### config.mk
export PLATFORM = sky130hd
export DESIGN_NAME = dmf_ram
export DESIGN_NICKNAME = d
export VERILOG_FILES = /design/src/rtl/disc_min_filter_top_defines.svh /design/src/rtl/dmf_ram.sv
export SDC_FILE = /design/constraint.sdc
export NUM_CORES = 2
export LEC_CHECK = 0
export BUFFER_PORTS_ARGS = -buffer_cell sky130_fd_sc_hd__buf_2
export CAP_MARGIN = 15
export CORE_ASPECT_RATIO = 0.5
export CORE_MARGIN = 1
export CORE_UTILIZATION = 28
export DETAILED_ROUTE_END_ITERATION = 8
export GPL_TIMING_DRIVEN = 1
export SETUP_SLACK_MARGIN = 0.5
export SLEW_MARGIN = 20
export SYNTH_ARGS = -nofsm -noshare
export SYNTH_HDL_FRONTEND = slang
export SYNTH_SLANG_ARGS = --single-unit
### constraint.sdc
create_clock -name clk -period 2.9 [get_ports clk]
set_clock_uncertainty 0.05 [all_clocks]
set_input_delay 0.145 -clock clk [delete_from_list [all_inputs] [get_ports clk]]
set_output_delay 0.145 -clock clk [all_outputs]
set_load 0.01 [all_outputs]
### src/rtl/disc_min_filter_top_defines.svh
// ----------------------------------------------------------------------------
// disc_min_filter_top_defines.svh - assertion macros
// Concurrent assertion shorthands used by the disc minimum filter RTL.
// ----------------------------------------------------------------------------
`ifndef DISC_MIN_FILTER_TOP_DEFINES_SVH
`define DISC_MIN_FILTER_TOP_DEFINES_SVH

// clocked assertion, disabled while reset is asserted
`define DMF_ASSERT(lbl, prop, msg) \
	lbl: assert property (@(posedge clk) disable iff (!arst_n) prop) else $error(msg);

// clocked assertion that also holds during reset
`define DMF_ASSERT_ALWAYS(lbl, prop, msg) \
	lbl: assert property (@(posedge clk) prop) else $error(msg);

`endif

### src/rtl/dmf_ram.sv
// ----------------------------------------------------------------------------
// dmf_ram - generic simple dual-port RAM
// One write port, one read port with registered read data.
// ----------------------------------------------------------------------------
`default_nettype none

module dmf_ram #(
	parameter int WIDTH = 8,
	parameter int DEPTH = 256
) (
	input  wire logic                     clk,
	input  wire logic                     we,
	input  wire logic [$clog2(DEPTH)-1:0] waddr,
	input  wire logic [WIDTH-1:0]         wdata,
	input  wire logic [$clog2(DEPTH)-1:0] raddr,
	output      logic [WIDTH-1:0]         rdata
);

	logic [WIDTH-1:0] mem_q [DEPTH];

	// write port
	always_ff @(posedge clk) begin
		if (we)
			mem_q[waddr] <= wdata;
	end

	// registered read
	always_ff @(posedge clk) begin
		rdata <= mem_q[raddr];
	end

endmodule

`default_nettype wire

==> Word-level counts from Yosys, hierarchy flattened <==
Memory sizes are Yosys's and may differ from the RTL's. A register that Yosys moved wholly into a read port is not among the register bits.
Index checks and enable logic that the tools add are counted.
{ "op_classes": {"n_addsub": 0, "n_mul": 0, "div": 0, "n_lt_le_gt_ge": 0, "eq_ne": 0, "n_shift": 0, "n_mux": 2, "n_bitwise": 0, "reduce_logical": 0} }
{ "ops": {"columns": ["op", "n"], "rows": [
  ["$mux 1", 2]
]} }
{ "word_totals": {"regBits": 0, "latchBits": 0, "mem_bits_rw": 2048, "mem_bits_ro": 0, "inputBits": 26, "out_inout_bits": 8, "word_cells": 3, "n_memories": 1} }
{ "memory_table": {"columns": ["memory", "words", "width", "read_ports", "rd_ports_with_merged_regs", "wr", "line", "source"], "rows": [
  ["mem_q", 256, 8, 1, 1, 1, "dmf_ram.sv:19", "logic [WIDTH-1:0] mem_q [DEPTH];"]
]} }

==> Depth between registers and ports, before layout <==
{ "logic_depth": {"ltp_word": 2, "mapped_depth": 11, "depth_no_buf": 6} }

==> Least setup slack after synthesis <==
OpenSTA, ideal clock, no wires.
{ "synth_path": {"kind": "input port to flip-flop", "from": "input port raddr[0]", "to": "register rdata[2] (read register of mem_q)", "setup_time_ns": 0.131, "arrival_time_ns": 1.952, "t_required_ns": 2.719, "setup_slack_ns": 0.767, "path_stages": 9, "n_path_buf": 4, "cell_sequence": "buf_6 > buf_12 > buf_8 > buf_2 > mux4_2 > a22oi_1 > a21oi_1 > nor4_1 > nor4_2"} }
{ "synth_rtl": {"columns": ["item", "line", "source"], "rows": [
  ["start: declaration", "dmf_ram.sv:15", "input wire logic [$clog2(DEPTH)-1:0] raddr,"],
  ["end: declaration", "dmf_ram.sv:16", "output logic [WIDTH-1:0] rdata"]
]} }

==> metrics.cfg <==
[timing]
fin_crit_sh_pct=82.4
final-hold-violation-count=3
fmax_mhz=419
finalSetupViolations=0
min_period_ns=2.39
whs_ns=-0.00337
rsz0062_at_grt=yes
tightest_slew_ns=0.882
drv_slew=0
tns_ns=0
slew_headroom_pct=41.2

[clock_tree]
cts_tree=done
cts-root-buf=clkbuf_16
htree_levels=4
clockBufferDepth=3
cts.clk_slew.worst_paths_ns=0.06
cts.sinks=2056
insertion_delay_ns=0.82
cts_made_buffers=197

[global_route]
overflow=0
grt_first_pass_wirelength_mm=292
track_usage_pct=13.9
grt_max_degree=103
antenna_found_initial=13
grt_pass1_vias=40737

[power]
leakage_nw=29.3
total_power_mw=60.9
irDropWorstVdd_mv=0.621
powerDensity_nw_per_um2=648

[routing]
dr.pass1.iters=5
drc=0
drtIter0Drc=4787
postRouteAntennaNets=0
wl_per_cell_um=24.9
num_vias=40002
wirelength_mm=203
vias_per_cell=4.91

[status]
violations=negative hold slack
run_status=complete, but fails checks

[setup_path]
max_stage_delay_ns=0.52
cp.required_ns=3.54
cp-end-kind=register
path_class=reg2reg
critical_path.cell_chain=mux4_2 > a22oi_1 > a21oi_1 > nor3_2 > buf_4 > nor4_1
crit_arrival_ns=3.03
cp_slowest_cell=mux4_2
cp_max_fo=1
cp-start-kind=register

[placed_design]
hpwl_mm=129
dp_cells=7773
place.gp.congestion=0.836
io_buffers=33
dpl_cell_area_um2=87500

[finish]
fin_cells=8149
drive_gt1_share_pct=29.3
final_util_pct=33.5
diodes=0
syn2layout_area_growth_pct=18.2
final_area_um2=94000
nets=4257

[yosys]
ys_async_sr_fraction_pct=0
yosysUniqueCellTypes=55
synth_fp_nets=3759
synth_edf_count=2048
syn_inst=3733
synth_seq_area_share_pct=77.5
ys.flop_type=edfxtp_1
synth_warnings=0
syn_avg_cell_area_um2=21.3
ys_ff_latch=2056
synth_area_um2=79600

[floorplan]
start_util_pct=28.4
die_height_um=379
die_w_um=756
core_um2=281000
die-area_um2=286000
num_io_pins=34
fp-row-count=137

[run]
max_cap_viol_count=0

[min_path]
hold_class=in2reg

[final timing paths]
path	endpoint	slack (ns)	cells after the start	from
setup / recovery	rdata[5]$_DFF_P_	0.51	6	mem_q[243][5]$_DFFE_PP_
hold / removal	mem_q[245][2]$_DFFE_PP_	-0.003	1	wdata[2]
setup reg to reg	rdata[5]$_DFF_P_	0.51	6	mem_q[243][5]$_DFFE_PP_
hold reg to reg	rdata[3]$_DFF_P_	1.08	7	mem_q[40][3]$_DFFE_PP_
[flip-flops by register name (all words and copies together) (netlist names)]
signal  count
rdata       8
mem_q    2048
[layer usage]
| metal | up-vias | global-route usage (%) | part of all wire [%] |
|---|---|---|---|
| met2 | 1695 | 23.3 | 49 |
| met4 | 0 | 3.95 | 2.5 |
| met1 | 21333 | 18.7 | 41 |
| met5 | - | 0 | 0 |
| li1 | 16702 | - | - |
| met3 | 272 | 2.27 | 7.6 |
[cell usage in the layout, fill, tap and decap left out, types with 4 or more instances in the layout]
cell type / count
buf_12: 56
inv_6: 5
edfxtp_1: 2048
mux2i_1: 134
nor2_1: 279
dfxtp_1: 8
nand2b_1: 8
buf_4: 433
clkinv_2: 35
o221ai_1: 46
or2_2: 4
nor4_1: 13
and2_1: 6
clkbuf_8: 8
o211ai_1: 10
dlygate4sd3_1: 12
nor2b_1: 27
clkbuf_16: 202
a21oi_1: 95
nor4_2: 11
nand2_1: 33
buf_2: 21
nand3_1: 34
clkinvlp_4: 7
mux4_2: 454
nor3_1: 16
a22oi_1: 133
clkinv_1: 58
bufinv_16: 13
nand4_1: 10
o22a_1: 5
o22ai_1: 28
a22o_1: 7
clkbuf_1: 38
a221oi_1: 9
a211oi_1: 15
o21ai_0: 10
[power by group]
group / switching [mW] / internal [mW] / total (mW)
combinational: 2.01 / 1.21 / 3.22
sequential: 0.0762 / 32.8 / 32.8
clock: 11.0 / 13.9 / 24.8
[layout make-up]
cell class	count	area [µm²]
tap	3753	4700
timing repair buffer	532	4740
sequential	2056	61700
fill	26041	187000
inverter	2	7.51
multi-input combinational	1442	16700
clock inverter	124	987
clock buffer	240	5200
[Yosys cell counts (all sizes together), types with 8 or more instances]
cell       n  share of area [%]
nand3     34               0.21
a22oi    133                1.3
nand2b     8              0.063
edfxtp  2048                 77
nor3      22               0.14
nor2     282                1.3
clkbuf   111               0.52
nor2b     31               0.24
a21oi     96               0.60
o221ai    47               0.53
a211oi    16               0.15
dfxtp      8               0.20
o22ai     28               0.22
nor4      27               0.24
o21ai     12              0.075
nand4     10              0.079
a22o       8              0.088
a221oi    14               0.16
buf      122                1.3
mux2i    134                1.7
mux4     456                 13
nand2     33               0.16
o211ai    10              0.094
[kinds of logic (layout without fill, tap and decap cells)]
logic type             after synthesis  in the layout  synth area share, %
flip-flops                        2056           2056                 77.5
multiplexers                       591            591                 14.6
AND/OR/NAND/NOR                    466            466                 2.63
AO/OA/AOI/OAI                      385            385                 3.42
buffers and inverters              235            898                 1.83
[critical path, delay by kind of cell, from the launching register on]
| family | cells | cell delay [ns] |
|---|---|---|
| AOI/OAI and AO/OA | 2 | 0.64 |
| buffers and inverters | 1 | 0.20 |
| DFF | 1 | 0.36 |
| muxes | 1 | 0.52 |
| and+or+nand+nor | 2 | 0.49 |
[per-stage QoR]
step	setup WS [ns]	hold WS, ns
floorplan	0.767	0.194
global placement	-0.808	0.396
detailed placement	-0.555	0.395
CTS	0.460	0.000306
global route	0.462	0.0112
finish	0.512	-0.00337
[what timing repair did]
item	CTS	global route
gates resized for setup	20	12
pin swaps	5	7
endpoints found under the hold margin	548	0
hold buffers	12	0
endpoints found under the setup margin	6	6
setup buffers	0	0
No activity file was read; power rests on OpenSTA's default activity.
