[config.mk]
export PLATFORM = sky130hd
export DESIGN_NAME = dmf_cell
export DESIGN_NICKNAME = d
export VERILOG_FILES = /design/src/rtl/disc_min_filter_top_defines.svh /design/src/rtl/dmf_pkg.sv /design/src/rtl/dmf_cell.sv
export SDC_FILE = /design/constraint.sdc
export NUM_CORES = 1
export LEC_CHECK = 0
export ABC_AREA = 1
export BUFFER_PORTS_ARGS = -buffer_cell sky130_fd_sc_hd__buf_2
export CORE_AREA = 4 4 353 355
export CTS_CLUSTER_SIZE = 12
export DETAILED_ROUTE_END_ITERATION = 8
export DIE_AREA = 0 0 357 359
export PLACE_DENSITY = 0.45
export SYNTH_ARGS = -nofsm -noshare
export SYNTH_HDL_FRONTEND = slang
export SYNTH_SLANG_ARGS = --single-unit
[constraint.sdc]
create_clock -name clk -period 18.1 [get_ports clk]
set_input_delay 0.905 -clock clk [delete_from_list [all_inputs] [get_ports clk]]
set_output_delay 0.905 -clock clk [all_outputs]
set_load 0.02 [all_outputs]
[src/rtl/disc_min_filter_top_defines.svh]
// ----------------------------------------------------------------------------
// disc_min_filter_top_defines.svh - assertion macros
// Concurrent assertion shorthands used by the disc minimum filter RTL.
// ----------------------------------------------------------------------------
`ifndef DISC_MIN_FILTER_TOP_DEFINES_SVH
`define DISC_MIN_FILTER_TOP_DEFINES_SVH

// clocked assertion, disabled while reset is asserted
`define DMF_ASSERT(lbl, prop, msg) \
	lbl: assert property (@(posedge clk) disable iff (!arst_n) prop) else $error(msg);

// clocked assertion that also holds during reset
`define DMF_ASSERT_ALWAYS(lbl, prop, msg) \
	lbl: assert property (@(posedge clk) prop) else $error(msg);

`endif

[src/rtl/dmf_pkg.sv]
// ----------------------------------------------------------------------------
// dmf_pkg - disc minimum filter package
// Widths, codes, cell control struct and the small integer square root.
// ----------------------------------------------------------------------------
`default_nettype none

package dmf_pkg;

	localparam int MAX_RADIUS = 16;
	localparam int MAX_WIDTH  = 2048;
	localparam int FULL_SCALE = 4096;

	// field widths
	localparam int PIX_W  = 13;
	localparam int HINT_W = 2;
	localparam int R2_W   = 9;
	localparam int WID_W  = 12;
	localparam int IDX_W  = 1;

	// derived sizes
	localparam int LINE_ROWS = 2 * MAX_RADIUS + 1;
	localparam int RAD_W     = $clog2(MAX_RADIUS + 1);
	localparam int COL_W     = $clog2(MAX_WIDTH);
	localparam int SLOT_W    = $clog2(LINE_ROWS);
	localparam int ROW_W     = $clog2(LINE_ROWS);
	localparam int CNT_W     = $clog2(LINE_ROWS + 1);
	localparam int ADDR_W    = SLOT_W + COL_W;
	localparam int RAM_DEPTH = LINE_ROWS * MAX_WIDTH;

	localparam logic [PIX_W-1:0] ALPHA_FULL = PIX_W'(FULL_SCALE);
	localparam logic [R2_W-1:0]  R2_MAX     = R2_W'(MAX_RADIUS * MAX_RADIUS);

	typedef logic [LINE_ROWS-1:0][PIX_W-1:0] col_vec_t;

	// reserved code behaves as compute
	typedef enum logic [HINT_W-1:0] {
		HINT_COMPUTE = 2'd0,
		HINT_ZERO    = 2'd1,
		HINT_FULL    = 2'd2,
		HINT_RSVD    = 2'd3
	} hint_t;

	typedef enum logic [IDX_W-1:0] {
		REG_RADIUS_SQ   = 1'b0,
		REG_IMAGE_WIDTH = 1'b1
	} reg_idx_t;

	typedef enum logic [2:0] {
		ST_IDLE,
		ST_LOAD,
		ST_ROTATE,
		ST_REDUCE,
		ST_OUT
	} state_t;

	// per-cell controls
	typedef struct packed {
		logic hshift;   // take the column of the left neighbor
		logic load;     // shift a fresh sample into the column
		logic rotate;   // rotate the column by one row
		logic take;     // fold the head sample into the accumulator
		logic clear;    // accumulator to full scale
		logic reduce;   // fold the right neighbor's accumulator
	} cell_ctl_t;

	// floor(sqrt(v)) for v up to MAX_RADIUS squared
	function automatic logic [RAD_W-1:0] isqrt_small(input logic [R2_W-1:0] v);
		logic [RAD_W-1:0] s;
		s = '0;
		for (int k = 1; k <= MAX_RADIUS; k++) begin
			if (k * k <= int'(v))
				s = RAD_W'(k);
		end
		return s;
	endfunction

endpackage

`default_nettype wire

[src/rtl/dmf_cell.sv]
// ----------------------------------------------------------------------------
// dmf_cell - one window column of the disc filter
// Holds one source column of the window and a running minimum; passes the
// column right between items and the minimum left during the reduction.
// ----------------------------------------------------------------------------
`default_nettype none

module dmf_cell (
	input  wire logic                      clk,
	input  wire dmf_pkg::cell_ctl_t        ctl,
	input  wire dmf_pkg::col_vec_t         vec_in,
	input  wire logic [dmf_pkg::PIX_W-1:0] load_word,
	input  wire logic [dmf_pkg::PIX_W-1:0] acc_in,
	output      dmf_pkg::col_vec_t         vec_out,
	output      logic [dmf_pkg::PIX_W-1:0] acc_out
);
	import dmf_pkg::*;

	col_vec_t         vec_q;
	logic [PIX_W-1:0] acc_q;
	logic [PIX_W-1:0] tail;

	// word entering the top of the column on a shift
	assign tail = ctl.load ? load_word : vec_q[0];

	// column storage
	always_ff @(posedge clk) begin
		if (ctl.hshift) begin
			vec_q <= vec_in;
		end else if (ctl.load || ctl.rotate) begin
			for (int i = 0; i < LINE_ROWS - 1; i++)
				vec_q[i] <= vec_q[i + 1];
			vec_q[LINE_ROWS-1] <= tail;
		end
	end

	// running minimum
	always_ff @(posedge clk) begin
		if (ctl.clear) begin
			acc_q <= ALPHA_FULL;
		end else if (ctl.rotate && ctl.take) begin
			if (vec_q[0] < acc_q)
				acc_q <= vec_q[0];
		end else if (ctl.reduce) begin
			if (acc_in < acc_q)
				acc_q <= acc_in;
		end
	end

	assign vec_out = vec_q;
	assign acc_out = acc_q;

endmodule

`default_nettype wire

Word-level counts from Yosys, hierarchy flattened

Index checks and enable logic that the tools add are counted.

Bits in registers: 442
Bits of input ports: 462
Output and inout port bits: 442
Word-level logic and storage cells: 50

Order comparisons: 2
Eq/ne operators: 1
Muxes and demuxes: 7
Reductions and logical operators: 6

Operator list:

| kind               | count |
|---|---|
| $mux 429           | 2 |
| $mux 13            | 5 |
| $lt 13x13->1       | 2 |
| $reduce_bool 2->1  | 3 |
| $reduce_and 3->1   | 1 |
| $ne 2x1->1 const B | 1 |
| $logic_and 1x1->1  | 1 |
| $logic_or 1x1->1   | 1 |

Depth between registers and ports, before layout

Gate-level depths: netlist (run 1).

Depth after elaboration: 4
Mapped depth: 14

Worst setup path after synthesis (run 1)

No wires, ideal clock.

Path type: input port to flip-flop
Start point: in ctl[5] in the netlist's numbering
End point: reg vec_q (netlist bit vec_out[0]), enable pin
Setup time: 3.099 ns
Arrival time: 8.371 ns
Setup slack: 6.630 ns
Stages on the path: 4
Buffers on the path: 2
Cell sequence: buf_2 > inv_2 > clkbuf_1 > nand2_1

Longest elaborated chain between the ends: 1

Ends and longest elaborated chain:

| element                        | line           | text |
|---|---|---|
| start: declaration             | dmf_cell.sv:10 | `input wire dmf_pkg::cell_ctl_t ctl,` |
| $reduce_bool 2->1 (no line)    | n/a            |  |
| end signal: assignment         | dmf_cell.sv:29 | `vec_q <= vec_in;` |
| end signal: indexed assignment | dmf_cell.sv:32 | `vec_q[i] <= vec_q[i + 1];` |
| end signal: indexed assignment | dmf_cell.sv:33 | `vec_q[LINE_ROWS-1] <= tail;` |
| end: declaration               | dmf_cell.sv:19 | `col_vec_t vec_q;` |

No other way between the ends.
A chain may end at the register's enable or synchronous reset.

Final worst setup path (run 1)

Start point: in ctl[5] in the netlist's numbering
End point: reg vec_q (netlist bit vec_out[268]), enable pin

The elaborated chain is that of the path after synthesis.

==> metrics.md, run 1 <==
| Metric | Value |
|---|---|
| Worst R2R End | acc_out[3] |
| Share of flip-flops with an asynchronous set or reset | 0 |
| Post-synthesis sequential area ratio | 0.670 |
| Worst Max-Slew Pin Slew | 1.17 ns |
| Mean Syn Cell Area | 9.66 um^2 |
| Worst skew pair latency | 0.61 ns |
| Flop2flop setup slack | 16.05 ns |
| Area growth syn-to-layout | 40.7% |
| Peak supply drop | 0.0613 mV |
| All-layer global routing usage | 0.134 |
| PD cells | 110 mW/mm^2 |
| Die area | 0.128 mm^2 |
| Final Hold Vio Count | 0 |
| Worst Hold Endpoint | vec_out[237] |
| TritonCTS sink count | 442 |
| Drt wl/cell | 20.0 um |
| DRT iter0 DRCs | 1339 |
| GRT overflow | 0 |
| R2R cell count | 10 |
| Relative slew margins | 0.221 |
| Hold Startpoint | vec_out[250] |
| Hold depth | 2 |
| Vias per cell | 3.84 |
| Initial antenna violation count | 14 |
| Die Ht | 359 um |
| Syn_nets | 2518 |
| Placer Congestion | 0.907 |
| Yosys reg bits | 442 |
| DP Wirelength | 70800 um |
| Synthesized instance count | 2032 |
| YS warnings | 0 |
| Final worst slack | 13.16 ns |
| Setup WS pre-CTS | 12.47 ns |
| Fmax achieved | 202 MHz |
| Std cell rows | 128 |
| Setup TNS | 0 ns |
| Proportion of layout cells with a drive suffix above 1 | 0.347 |
| Cts repair resizes | 0 |
| P_leak | 0.0137 uW |
| First-pass GRT wire length | 125000 um |
| Initial DRT Pass Iterations | 5 |
| Synth top area share | 0.656 |
| Synthesized cell area | 0.0196 mm^2 |
| Nets | 3385 |
| Worst Setup Start Kind | input port |
| Critical Path Fanout Max | 91 |
| Remaining routing DRC violations | 0 |
| Total number of vias | 17600 |
| Area of the core | 0.121 mm^2 |
| Tmin final | 4.94 ns |
| RSZ-0062 raised after global routing | false |
| CTS Buffer Depth | 3 |
| I/O Buffers | 903 |
| Clk slew on worst S/H paths | 0.06 ns |
| Setup Skew | 0.0152 ns |
| H-tree levels | 2 |
| Routed Antenna Nets | 0 |
| Initial core utilization | 0.162 |
| Chip width | 357 um |
| TritonCTS buffer count | 52 |
| Drt total wl | 91700 um |
| Post-synth EDFFs | 429 |
| Area leader, netlist | edfxtp_1 |
| Critical path required time | 18.32 ns |
| Final setup violating endpoints | 0 |
| Largest net degree at the start of global routing | 189 |
| Final max-slew violation count | 0 |
| Root Buffer Master | clkbuf_16 |
| Commonest cells post-synth | nand2_1, edfxtp_1, buf_2 |
| Yosys cell types | 21 |
| Boundary Pins | 904 |
| Worst reg2reg startpoint | acc_out[12] |
| Status | finished clean |
| Most used DFF post-synth | edfxtp_1 |
| Cts hold-fix bufs | 0 |
| Setup CP Type | in2reg |
| Setup repair bufs after CTS | 0 |
| MaxCap Viol Count | 0 |
| CP arrival | 5.17 ns |
| Number of global-route vias before repair | 17300 |
| Worst Hold Class | reg2reg |
| Fin crit share | 0.273 |
| Most common cell in the synthesized netlist | nand2_1 |
| CTS tree | done |
| Synth area leaders | edfxtp_1, nand2_1, ha_1, dfxtp_1, buf_2 |
| Endpoint class of the critical path | flop |
cell type report:
class,instances,area (um^2)
repair buffers,916,4650
clock buffers,65,1370
well taps,1625,2030
flip-flops and latches,442,13100
clock inverters,32,372
fillers,13600,93800
inverters,31,124
multi-input cells,1456,5900
diodes,11,27.5
worst max path at each step:
stage,startpoint,to
after detailed placement,ctl[5],vec_out[293]
after global placement,ctl[5],vec_out[293]
final,ctl[5],vec_out[268]
after global routing,ctl[5],vec_out[278]
after floorplan,ctl[5],vec_out[0]
after CTS,ctl[5],vec_out[293]
metrics by stage:
step,utilization,instances,power [uW],hold slack (ns),area (um^2)
2_1_floorplan,-,2032,1670,0.582,19600
3_3_place_gp,0.213,4470,1960,0.510,25900
3_5_place_dp,0.213,4470,1960,0.522,25900
4_1_cts,0.227,4567,3080,0.484,27600
5_1_grt,0.227,4572,3170,0.513,27600
6_report,0.228,4578,3040,0.533,27600
cell families after synthesis:
logic type,count (synthesis),synth area share
and+or+nand+nor,1376,0.267
DFF,442,0.670
muxes,12,0.00688
AOI/OAI and AO/OA,44,0.0112
adders and majority gates,24,0.0153
buffers and inverters,134,0.0301
report_power, final:
group          switching (uW)  leakage, uW  internal [uW]
Clock                     454     0.000849            651
Sequential                110      0.00470           1260
Combinational             380      0.00812            177
metal layers:
layer	track usage	vias up	wire length [um]
met2	0.217	752	42700
met3	0.0349	127	7400
met4	0.0428	8	2720
met5	0	-	58
met1	0.173	8378	38800
li1	-	8311	-
worst max-delay path, cell delays in order:
cell and delay, ns:
buf_8 0.43, inv_8 0.35, nand2_4 0.68, buf_4 0.85, buf_4 0.68, buf_4 0.88
cells in the final DEF, fill, tap and decap left out:
cell type,synthesis,final
nor2_2,2,2
nand2_1,1316,1315
nand3_1,14,14
clkinvlp_4,0,4
clkinv_1,0,5
o21ai_0,1,1
nand2_4,1,2
clkbuf_1,44,12
buf_2,49,902
edfxtp_1,429,429
diode_2,0,11
nand3_2,6,6
nor2_1,34,34
dfxtp_1,13,13
ha_1,24,24
inv_1,30,30
nor2b_1,1,1
buf_4,1,11
clkinv_2,0,13
bufinv_16,0,8
inv_6,0,2
a21oi_1,43,43
inv_8,0,1
clkbuf_16,0,53
buf_12,0,2
nand2_2,2,2
mux2_2,12,12
buf_8,0,1
sequential cells by signal, summed over array words and instances, names as in the netlist:
name	count
acc_out	13
vec_out	429
(Power assumes the default switching activity.)
==> inputs of run 2 (changes only) <==
clock period = 4.8 ns   (was 18.1 ns; I/O delays follow)
==> run 2 against run 1 <==
Final cell count increased by 9.7%. Global-route usage increased by 1.4 points. Core utilization increased by 3.8 points. Flip-flop and latch count unchanged. Critical path type is now reg2reg. Clock power rose to 3.8 times the previous value. Via count up 12%. Combinational power rose to 4.4 times the previous value.
==> metrics.md, run 2 (synthesized netlist as in run 1, its figures left out) <==
| Metric | Value |
|---|---|
| Setup TNS | 0 ns |
| CP arrival | 2.48 ns |
| First-pass GRT wire length | 139000 um |
| Max reg flops | 429 |
| I/O Buffers | 903 |
| H-tree levels | 2 |
| Met3 global-route usage | 0.0345 |
| Setup Skew | 0.0149 ns |
| Sw Pwr | 3680 uW |
| Boundary Pins | 904 |
| Most common cell after layout, fill and taps aside | nand2_1 |
| CP most frequent cell | nand2_1 |
| Hold depth | 3 |
| Final Hold Slack | 0.0715 ns |
| P_leak | 0.0156 uW |
| All-layer global routing usage | 0.147 |
| Slowest Stage Delay on Critical Path | 0.52 ns |
| Peak supply drop | 0.210 mV |
| R2R cell count | 10 |
| Setup repair bufs after CTS | 0 |
| Seq pwr share | 0.437 |
| Drt wl/cell | 19.8 um |
| PD cells | 369 mW/mm^2 |
| Final Hold Vio Count | 0 |
| Largest net degree at the start of global routing | 146 |
| DRT iter0 DRCs | 1797 |
| Area of the core | 0.121 mm^2 |
| Placer Congestion | 0.920 |
| Tmin final | 2.00 ns |
| M2 GR Usage | 0.244 |
| Relative slew margins | 0.345 |
| Initial antenna violation count | 12 |
| MaxCap Viol Count | 0 |
| Proportion of layout cells with a drive suffix above 1 | 0.304 |
| Number of cells on the critical path | 10 |
| GRT overflow | 0 |
| Remaining routing DRC violations | 0 |
| CTS Buffer Depth | 3 |
| Die Ht | 359 um |
| Initial core utilization | 0.162 |
| P_int | 8200 uW |
| RSZ-0062 raised after global routing | false |
| Drt total wl | 99300 um |
| Worst Hold Class | in2reg |
| DP Wirelength | 74000 um |
| Fin crit share | 0.417 |
| Total number of vias | 19800 |
| Most frequent cells in the layout | nand2_1, buf_2, dlygate4sd3_1 |
| Final setup violating endpoints | 0 |
| Initial DRT Pass Iterations | 5 |
| Final max-slew violation count | 0 |
| Vias per cell | 3.94 |
| Worst Max-Slew Pin Slew | 0.982 ns |
| Setup CP Type | reg2reg |
| CP Cell Sequence | ha_1 > nand2_1 > nor2_2 > nand2_1 > nor2_1 > nand2_1 > nand2_4 > nand2_1 > nand2_1 > nand3_1 |
| Switching share of power | 0.310 |
| Combinational share of power | 0.205 |
| Critical Path Fanout Max | 26 |
| Routed Antenna Nets | 0 |
| Clk slew on worst S/H paths | 0.06 ns |
| GR met1 Demand/Resource | 0.181 |
| Endpoint class of the critical path | flop |
| Slowest cell on the critical path | edfxtp_1 |
| Critical path required time | 5.28 ns |
| Fmax achieved | 499 MHz |
| Worst Setup Start Kind | flop |
| Most Crowded Layer GR | met2 |
| Std cell rows | 128 |
| Root Buffer Master | clkbuf_16 |
| Nets | 3839 |
| Worst skew pair latency | 0.61 ns |
| Crit path max-delay family | simple AND/OR/NAND/NOR gates |
| Fin util | 0.265 |
| WP buf/inv | 0 |
| Final worst slack | 2.80 ns |
| Number of global-route vias before repair | 20500 |
| Status | finished clean |
| Setup WS pre-CTS | 2.34 ns |
| Area growth syn-to-layout | 64.0% |
| Die area | 0.128 mm^2 |
| Clock power frac | 0.358 |
| Fillers | 13100 |
| TritonCTS buffer count | 55 |
| CTS tree | done |
| TritonCTS sink count | 442 |
| Chip width | 357 um |
run 2: cell types whose count changed in the layout (fill, tap and decap cells not counted), sizes merged:
cell and change:
clkbuf -1, inv -1, clkinvlp -1, clkinv +7
bufinv -1, buf +14, dlygate4sd3 +437, diode -9
run 2: worst register-to-register path, stage by stage (launching register included):
cell and delay (ns):
edfxtp_1 0.52, ha_1 0.35, nand2_1 0.08, nor2_2 0.12, nand2_1 0.08, nor2_1 0.09
nand2_1 0.09, nand2_4 0.29, nand2_1 0.10, nand2_1 0.09, nand3_1 0.07
run 2: final cells by class:
class	instances	area (um^2)	area share
clock buffer	64	1450	0.0451
timing repair buffer	1367	9170	0.285
inverter	31	124	0.00385
multi-input combinational	1456	5910	0.184
sequential	442	13100	0.408
clock inverter	36	353	0.0110
antenna	2	5.00	0.000155
tap	1625	2030	0.0632
run 2: metrics by stage:
stage               instance area, um^2  std cells  power, uW
global placement                  26000       4484       7430
detailed placement                26000       4484       7420
CTS                               32200       5021      12100
floorplan                         19600       2032       6240
finish                            32200       5023      11900
global route                      32200       5022      12400
run 2: power groups by stage:
stage | Clock [uW] | Sequential [uW] | Combinational [uW]
6_report | 4260 | 5190 | 2430
5_1_grt | 4560 | 5230 | 2640
4_1_cts | 4410 | 5200 | 2440
3_5_place_dp | 0 | 5270 | 2150
3_3_place_gp | 0 | 5290 | 2140
2_1_floorplan | 0 | 5600 | 643
run 2: repair_timing:
action                    4_1_cts  5_1_grt
hold endpoints to repair      433        0
resized for setup               0        0
hold buffers                  437        0
run 2: final timing paths:
check	start	end	slack (ns)
hold / removal	ctl[5]	vec_out[253]	0.07
setup reg to reg	vec_out[11]	acc_out[12]	2.80
hold reg to reg	vec_out[161]	vec_out[148]	0.53
setup / recovery	vec_out[11]	acc_out[12]	2.80
run 2: per-layer routing:
layer  up-vias  share of wire
met1      9326           0.41
met2      1001           0.47
met5         -        0.00024
li1       9211              -
met4         4          0.048
met3       229          0.078
==> inputs of run 3 (changes only) <==
PLACE_DENSITY = 0.46   (was 0.45)
clock period = 1.66 ns   (was 4.8 ns; I/O delays follow)
==> run 3 against run 2 <==
The run now ends with negative setup slack left. Clock-buffer cell count grew 3. Die area is the same. Critical path type unchanged. First-iteration DRC count shrank 21%. Clock power grew to 2.9 times the previous value. Highest routed layer unchanged.
==> metrics.md, run 3 (synthesized netlist as in run 1, its figures left out) <==
| Metric | Value |
|---|---|
| Fmax achieved | 566 MHz |
| Failing checks | negative setup slack |
| Largest net degree at the start of global routing | 72 |
| Setup Skew | 0.0316 ns |
| Total chip power | 35100 uW |
| Drt wl/cell | 19.3 um |
| Remaining routing DRC violations | 0 |
| Fillers | 13100 |
| Worst Hold Class | in2reg |
| Flop2flop setup slack | -0.11 ns |
| TritonCTS buffer count | 56 |
| Routed Antenna Nets | 0 |
| I/O Buffers | 903 |
| Initial DRT Pass Iterations | 6 |
| Peak supply drop | 0.751 mV |
| Total number of vias | 20100 |
| Fin crit share | 1.06 |
| Number of global-route vias before repair | 20800 |
| Clk slew on worst S/H paths | 0.06 ns |
| Final max-slew violation count | 0 |
| Initial antenna violation count | 8 |
| Nets | 3950 |
| GRT overflow | 0 |
| Drt total wl | 99200 um |
| Slowest cell on the critical path | edfxtp_1 |
| Slowest Stage Delay on Critical Path | 0.43 ns |
| Area growth syn-to-layout | 71.9% |
| CP most frequent cell | nand2_1 |
| MaxCap Viol Count | 0 |
| Final setup violating endpoints | 13 |
| Worst skew pair latency | 0.66 ns |
| CTS tree | done |
| First-pass GRT wire length | 140000 um |
| Endpoint class of the critical path | flop |
| Max reg flops | 429 |
| Placer Congestion | 0.916 |
| Proportion of layout cells with a drive suffix above 1 | 0.332 |
| Most frequent cells in the layout | nand2_1, buf_2, dlygate4sd3_1 |
| Most common cell after layout, fill and taps aside | nand2_1 |
| Relative slew margins | 0.636 |
| CTS Buffer Depth | 3 |
| Root Buffer Master | clkbuf_16 |
| RSZ-0062 raised after global routing | true |
| Worst Setup Start Kind | flop |
| Sequential standard cell area | 0.0131 mm^2 |
| DRT iter0 DRCs | 1415 |
| P_leak | 0.0163 uW |
| Final Hold Vio Count | 0 |
| Vias per cell | 3.91 |
| Setup WS pre-CTS | -0.0695 ns |
| Critical path required time | 2.24 ns |
| Final worst slack | -0.107 ns |
| Area of the core | 0.121 mm^2 |
| Tmin final | 1.77 ns |
| CP arrival | 2.34 ns |
| Die area | 0.128 mm^2 |
| CP Cell Sequence | ha_4 > nand2_1 > nand2_1 > nor2_1 > nand3_2 > nor2_4 > nand2_4 > buf_12 > nand3_1 > nand2_1 > nor2_2 |
| H-tree levels | 2 |
| Std cell rows | 128 |
| PD cells | 1040 mW/mm^2 |
| TritonCTS sink count | 442 |
| Status | finished, violations left |
| Chip width | 357 um |
| All-layer global routing usage | 0.147 |
| Worst Max-Slew Pin Slew | 0.547 ns |
| Die Ht | 359 um |
| DP Wirelength | 77100 um |
| Initial core utilization | 0.162 |
| Area occupied by multi-input gates | 0.00615 mm^2 |
| Boundary Pins | 904 |
| Setup CP Type | reg2reg |
| Critical Path Fanout Max | 8 |
run 3: what timing repair did:
action | in CTS | in global routing
gates cloned | 2 | 1
endpoints found under the hold margin | 454 | 2
setup endpoints to repair | 20 | 15
hold buffers | 459 | 2
gates resized for setup | 19 | 25
pin swaps | 14 | 17
buffers inserted | 10 | 1
run 3: critical path, delay by kind of cell, from the launching register on:
family        cells  cell delay (ns)
fa+ha+maj         1             0.25
buf+inv           1             0.16
flops             1             0.43
simple gates      9             0.86
run 3: final timing paths:
check	start	end	depth (start not counted)
hold reg to reg	vec_out[160]	vec_out[147]	2
hold / removal	ctl[4]	vec_out[420]	3
setup reg to reg	vec_out[12]	acc_out[2]	11
setup / recovery	vec_out[12]	acc_out[2]	11
run 3: power by group:
group          internal [uW]  switching, uW  total (uW)
combinational           3160           4830        7990
clock                   7160           5230       12400
sequential             13800            984       14800
run 3: cell type report:
type / instances / share of cell area
multi-input cells: 1456 / 0.182
clock inverters: 36 / 0.0114
diodes: 2 / 0.000148
inverters: 31 / 0.00393
clock buffers: 67 / 0.0428
repair buffers: 1477 / 0.309
flip-flops and latches: 442 / 0.390
well taps: 1625 / 0.0603
run 3: stage by stage:
stage | area (um^2) | util | hold WS, ns | setup TNS (ns) | cells
6_report | 33700 | 0.278 | 0.0194 | -0.631 | 5136
3_5_place_dp | 26900 | 0.222 | 0.355 | -0.432 | 4559
5_1_grt | 33700 | 0.278 | 0.0235 | -1.91 | 5135
2_1_floorplan | 19700 | - | 0.265 | -337.85 | 2032
3_3_place_gp | 26900 | 0.222 | 0.355 | -0.606 | 4559
4_1_cts | 33600 | 0.277 | -0.196 | -0.679 | 5133
run 3: layer usage:
metal,up-vias,part of all wire,global-route usage
li1,9448,-,-
met1,9562,0.41,0.181
met2,848,0.47,0.247
met3,193,0.068,0.0348
met4,6,0.044,0.0604
met5,-,0.00034,0
